## src/hdl/bf3_pkg.sv

```systemverilog
// Shared types, constants and the range-weight fraction table for the 3x3 bilateral filter.
package bf3_pkg;

    localparam int CH_W      = 8;
    localparam int PIX_W     = 24;
    localparam int D2_W      = 18;
    localparam int COEF_W    = 32;
    localparam int SPW_W     = 16;
    localparam int TAB_W     = 33;
    localparam int FIDX_W    = 6;
    localparam int NSH_W     = 6;
    localparam int N_LANES   = 9;
    localparam int N_CH      = 3;
    localparam int CFG_IDX_W = 2;
    localparam int N_STAGES  = 16;
    localparam int LANE_ST   = 5;
    localparam int ACC_ST    = 3;
    localparam int DIV_ST    = 8;
    localparam int N_RANGE_MAX = 40;

    // 2^(-1/64) in Q0.32, truncated
    localparam logic [31:0] POW2_NEG_64TH = 32'd4248701964;

    typedef enum logic [CFG_IDX_W-1:0] {
        CFG_SPW_CENTER = 2'd0,
        CFG_SPW_EDGE   = 2'd1,
        CFG_SPW_CORNER = 2'd2,
        CFG_RANGE_COEF = 2'd3
    } t_cfg_idx;

    typedef enum logic [1:0] {
        POS_CENTER = 2'd0,
        POS_EDGE   = 2'd1,
        POS_CORNER = 2'd2
    } t_pos_kind;

    // window order: C, NW, N, NE, W, E, SW, S, SE
    typedef t_pos_kind t_lane_kinds [N_LANES];
    localparam t_lane_kinds LANE_KIND = '{POS_CENTER, POS_CORNER, POS_EDGE, POS_CORNER,
                                          POS_EDGE, POS_EDGE, POS_CORNER, POS_EDGE,
                                          POS_CORNER};

    typedef logic [TAB_W-1:0] t_frac_tab [64];

    function automatic t_frac_tab build_frac_tab();
        t_frac_tab   tab;
        logic [65:0] t;
        t = 66'd1 << 32;
        for (int k = 0; k < 64; k++) begin
            tab[k] = t[TAB_W-1:0];
            t = (t * {34'd0, POW2_NEG_64TH}) >> 32;
        end
        return tab;
    endfunction

    localparam t_frac_tab FRAC_TAB = build_frac_tab();

endpackage

```

## src/hdl/bf3_lane.sv

```systemverilog
// One window position: color distance, range exponent, range weight and position weight.
module bf3_lane #(
    parameter int WFB = 15
) (
    input  logic                          i_clk,
    input  logic [bf3_pkg::LANE_ST-1:0]   i_en,
    input  logic [bf3_pkg::PIX_W-1:0]     i_pix,
    input  logic [bf3_pkg::PIX_W-1:0]     i_ctr,
    input  logic [bf3_pkg::COEF_W-1:0]    i_coef,
    input  logic [bf3_pkg::SPW_W-1:0]     i_spatial,
    output logic [bf3_pkg::SPW_W+WFB:0]   o_w,
    output logic [bf3_pkg::PIX_W-1:0]     o_pix
);
    localparam int R_W = WFB + 1;
    localparam int W_W = bf3_pkg::SPW_W + R_W;
    localparam int PP_W = bf3_pkg::D2_W + 16;
    localparam int E_W = bf3_pkg::D2_W + bf3_pkg::COEF_W;

    logic [bf3_pkg::PIX_W-1:0] r_pix [bf3_pkg::LANE_ST];
    logic [bf3_pkg::D2_W-1:0]  r_d2, n_d2;
    logic [PP_W-1:0]           r_plo, r_phi;
    logic [bf3_pkg::FIDX_W-1:0] r_f;
    logic [bf3_pkg::NSH_W-1:0]  r_n;
    logic                       r_zero;
    logic [E_W-1:0]             n_e;
    logic [R_W-1:0]             r_r, n_r, w_base;
    logic [W_W-1:0]             r_w;

    always_comb begin
        logic [7:0]  a, b, d;
        logic [15:0] sq [3];
        for (int c = 0; c < 3; c++) begin
            a = i_pix[c*8 +: 8];
            b = i_ctr[c*8 +: 8];
            d = (a >= b) ? a - b : b - a;
            sq[c] = d * d;
        end
        n_d2 = {2'd0, sq[0]} + {2'd0, sq[1]} + {2'd0, sq[2]};
    end

    assign n_e = {16'd0, r_plo} + {r_phi, 16'd0};
    assign w_base = bf3_pkg::FRAC_TAB[r_f][bf3_pkg::TAB_W-1 -: R_W];
    assign n_r = r_zero ? '0 : (w_base >> r_n);

    always_ff @(posedge i_clk) begin
        if (i_en[0]) begin
            r_d2 <= n_d2;
            r_pix[0] <= i_pix;
        end
        // exponent split into two 18x16 partial products
        if (i_en[1]) begin
            r_plo <= r_d2 * i_coef[15:0];
            r_phi <= r_d2 * i_coef[31:16];
            r_pix[1] <= r_pix[0];
        end
        if (i_en[2]) begin
            r_zero <= (n_e[E_W-1:32] >= bf3_pkg::D2_W'(bf3_pkg::N_RANGE_MAX));
            r_n    <= n_e[32 +: bf3_pkg::NSH_W];
            r_f    <= n_e[31 -: bf3_pkg::FIDX_W];
            r_pix[2] <= r_pix[1];
        end
        if (i_en[3]) begin
            r_r <= n_r;
            r_pix[3] <= r_pix[2];
        end
        if (i_en[4]) begin
            r_w <= i_spatial * r_r;
            r_pix[4] <= r_pix[3];
        end
    end

    assign o_w = r_w;
    assign o_pix = r_pix[bf3_pkg::LANE_ST-1];
endmodule

```

## config.mk

```make
export PLATFORM = sky130hd
export DESIGN_NAME = bf3_lane
export DESIGN_NICKNAME = d
export VERILOG_FILES = /design/src/hdl/bf3_pkg.sv /design/src/hdl/bf3_lane.sv
export SDC_FILE = /design/constraint.sdc
export NUM_CORES = 2
export LEC_CHECK = 0
export ABC_AREA = 1
export BUFFER_PORTS_ARGS = -buffer_cell sky130_fd_sc_hd__clkbuf_2
export CAP_MARGIN = 20
export CORE_MARGIN = 2
export CORE_UTILIZATION = 30
export DETAILED_ROUTE_END_ITERATION = 8
export PLACE_DENSITY = 0.48
export SLEW_MARGIN = 0
export SYNTH_ARGS = -nofsm -noshare
export SYNTH_HDL_FRONTEND = slang
export SYNTH_SLANG_ARGS = --single-unit
export TNS_END_PERCENT = 30
```

## constraint.sdc

```tcl
create_clock -name i_clk -period 11.76 [get_ports i_clk]
set_input_delay 0.588 -clock i_clk [delete_from_list [all_inputs] [get_ports i_clk]]
set_output_delay 0.588 -clock i_clk [all_outputs]
set_load 0.03 [all_outputs]
```

==> summary.md <==
| Metric | Value |
|---|---|
| Post-Syn Area | `0.0471 sq mm` |
| Main synth FF type | `edfxtp_1` |
| R2R setup slack | `4.41 ns` |
| Initial antenna violation count | `1` |
| P&R area growth vs syn | `7.96%` |
| Area after DPL | `0.0496 sq mm` |
| Site Rows | `145` |
| Slew @ Worst Pin | `1.03 ns` |
| Hold depth | `1` |
| Worst hold path endpoint | `r_pix[0][23]$_DFFE_PP_` |
| Die extent in x | `400 um` |
| CTS Buf Count | `34` |
| Number of global-route vias before repair | `38200` |
| Overflow after GRT | `0` |
| Placer Congestion | `0.870` |
| RSZ-0062 raised after global routing | `false` |
| Worst Path Required | `roughly 12 ns` |
| PortBufs | `157` |
| R2R depth | `24` |
| Final worst setup slack | `4.20 ns` |
| DRT Pass-1 Iters | `5` |
| Cells after synthesis | `5756` |
| Synth Area per Inst | `8.18 sq um` |
| Outcome | `completed` |
| CTS hold repair buffers | `0` |
| FF+latch count, synth | `251` |
| Most common cell after layout, fill and taps aside | `inv_1` |
| H-tree depth | `2` |
| Clk_lat worst skew | `0.59 ns` |
| Sequential-to-total area share from yosys stat | `0.160` |
| Resized Gates After CTS | `0` |
| Crit path largest cell delay | `0.53 ns` |
| Routed length per instance | `17.0 um` |
| Yosys warnings | `0` |
| Setup Buffers After CTS | `0` |
| Clk sink count | `251` |
| Largest net degree at the start of global routing | `57` |
| Final instance area | `between 0.05 and 0.06 sq mm` |
| Antenna cells | `0` |
| Fin crit share | `0.643` |
| Final setup TNS | `0 ns` |
| Hold Path Class | `in2reg` |
| Critical path startpoint category | `primary input` |
| Ys async rst share | `0` |
| Clock Tree Buf Depth | `3` |
| CP endpoint kind | `flip-flop` |
| Commonest non-fill, non-tap cells in the layout | `inv_1 (1515), nand2_1 (1457), fa_1 (775), ha_1 (462), edfxtp_1 (251)` |
| Pins Over Slew Limit | `0` |
| Std-Cell Core Area | `0.156 sq mm` |
| Worst relative slew slack | `0.306` |
| Max frequency | `132 MHz` |
| Largest fanout on the critical path | `10` |
| Number of synthesized flops with an enable pin | `251` |
| Mapped Nets | `roughly 7100` |
| Nets | `7081` |
| Worst hold margin | `0.207 ns` |
| Via/cell ratio | `4.54` |
| CTS tree | `yes` |
| Setup Skew | `0.0508 ns` |
| R2R Path Start | `r_r[1]$_SDFFCE_PP0P_` |
| Slowest stage cell, crit path | `fa_1` |
| Chip height | `400 um` |
| DP HPWL | `between 100 and 150 mm` |
| Worst hold path startpoint | `i_pix[23]` |
| Die footprint | `0.160 sq mm` |
| Crit Path Class | `in2reg` |
| Post-route minimum period | `7.56 ns` |
| Synth cell types | `58` |
| Dpl ws | `3.58 ns` |
| Residual DRC count | `0` |
| IO Count | `158` |
| Clk pin slew, worst setup/hold paths | `0.06 ns` |
| Fill cells | `16600` |
| Global-route wire length before repair | `213 mm` |
| Share of layout cells above drive strength 1 | `0.0567` |
| Overall Global Routing Usage | `0.171` |
| CP dominant cell by count | `inv_1` |
| Root Buffer | `clkbuf_16` |
| Final wirelength | `about 130 mm` |
| Initial core utilization | `0.302` |
| R2r endpoint | `o_w[28]$_DFFE_PP_` |
| Worst Path Arrival | `7.89 ns` |
| Final setup viols | `0` |
| Initial DRC count | `about 1800` |
| Number of max-cap violations | `0` |
| Final Hold Vio Count | `0` |
| Routed Antenna Nets | `0` |
| Vias | `35500` |
[worst max-delay path, delay by kind of cell]
family                     cells  cell delay [ns]
AOI/OAI and AO/OA              7             1.38
xor gates and xnor gates       1             0.16
and+or+nand+nor                4             0.53
buffers and inverters         11             0.76
adders and majority gates     10             4.46
[cells in the mapped netlist (3+ instances only)]
| library cell | count | area share |
|---|---|---|
| a21boi_0 | 5 | 0.00080 |
| a21o_1 | 20 | 0.0032 |
| a21oi_1 | 162 | 0.017 |
| a21oi_2 | 4 | 0.00074 |
| a31oi_1 | 16 | 0.0021 |
| buf_1 | 7 | 0.00056 |
| buf_2 | 13 | 0.0014 |
| buf_4 | 32 | 0.0051 |
| buf_6 | 3 | 0.00072 |
| clkbuf_1 | 182 | 0.015 |
| edfxtp_1 | 251 | 0.16 |
| fa_1 | 775 | 0.33 |
| ha_1 | 462 | 0.12 |
| inv_1 | 1515 | 0.12 |
| inv_2 | 13 | 0.0010 |
| inv_4 | 5 | 0.00066 |
| nand2_1 | 1457 | 0.12 |
| nand2_2 | 12 | 0.0016 |
| nand3_1 | 187 | 0.020 |
| nand3b_1 | 8 | 0.0013 |
| nand4_1 | 32 | 0.0043 |
| nor2_1 | 247 | 0.020 |
| nor2_2 | 15 | 0.0020 |
| nor2_4 | 3 | 0.00072 |
| nor3_1 | 21 | 0.0022 |
| nor4_1 | 5 | 0.00066 |
| o211ai_1 | 13 | 0.0021 |
| o21a_1 | 7 | 0.0011 |
| o21ai_0 | 75 | 0.0080 |
| o21ai_1 | 11 | 0.0012 |
| o21ai_2 | 8 | 0.0015 |
| o21bai_1 | 13 | 0.0021 |
| o221ai_1 | 9 | 0.0017 |
| or2_2 | 3 | 0.00040 |
| xnor2_1 | 46 | 0.0086 |
| xor2_1 | 87 | 0.016 |
[layout make-up]
cell class | count | area, sq um | area share
Multi-Input combinational cell | 3733 | 32700 | 0.644
Timing Repair Buffer | 187 | 1020 | 0.0201
Sequential cell | 251 | 7540 | 0.148
Tap cell | 2058 | 2570 | 0.0506
Inverter | 1535 | 5780 | 0.114
Clock buffer | 37 | 862 | 0.0170
Clock inverter | 24 | 340 | 0.00669
[stage by stage]
| step | cells | util |
|---|---|---|
| 5_1_grt | 7825 | 0.326 |
| 3_3_place_gp | 7763 | 0.318 |
| 6_report | 7825 | 0.326 |
| 4_1_cts | 7824 | 0.326 |
| 3_5_place_dp | 7763 | 0.318 |
| 2_1_floorplan | 5756 | - |
[metal layers]
| layer | GRT usage | part of all wire | up-vias |
|---|---|---|---|
| li1 | - | - | 17000 |
| met1 | 0.226 | 0.45 | 17600 |
| met2 | 0.298 | 0.48 | 732 |
| met3 | 0.0197 | 0.041 | 138 |
| met4 | 0.0415 | 0.023 | 2 |
| met5 | 0 | 0.000090 | - |
[worst max path at each step]
stage	startpoint	endpoint	cells past startpoint
6_report	i_pix[0]	r_d2[15]$_DFFE_PP_	33
3_5_place_dp	i_pix[0]	r_d2[15]$_DFFE_PP_	33
4_1_cts	r_r[1]$_SDFFCE_PP0P_	o_w[28]$_DFFE_PP_	24
2_1_floorplan	i_pix[0]	r_d2[15]$_DFFE_PP_	32
3_3_place_gp	i_pix[0]	r_d2[15]$_DFFE_PP_	33
5_1_grt	i_pix[3]	r_d2[15]$_DFFE_PP_	32
[logic make-up (layout without fill, tap and decap cells)]
| group | after synthesis | in the layout | synth area share |
|---|---|---|---|
| AOI/OAI and AO/OA | 357 | 357 | 0.0454 |
| and+or+nand+nor | 2006 | 2006 | 0.173 |
| DFF | 251 | 251 | 0.160 |
| xor gates and xnor gates | 133 | 133 | 0.0247 |
| buffers and inverters | 1772 | 1783 | 0.145 |
| adders and majority gates | 1237 | 1237 | 0.452 |
[sequential cells by signal, summed over array words and instances, names as in the netlist]
| register | cells |
|---|---|
| r_f | 6 |
| r_n | 6 |
| r_phi | 34 |
| r_zero | 1 |
| o_w | 32 |
| r_r | 16 |
| r_pix | 120 |
| r_d2 | 18 |
| r_plo | 18 |
Power is left out: the tool's default activity adds up to more than one toggle a clock period on the data nets, which glitch-free logic cannot reach.
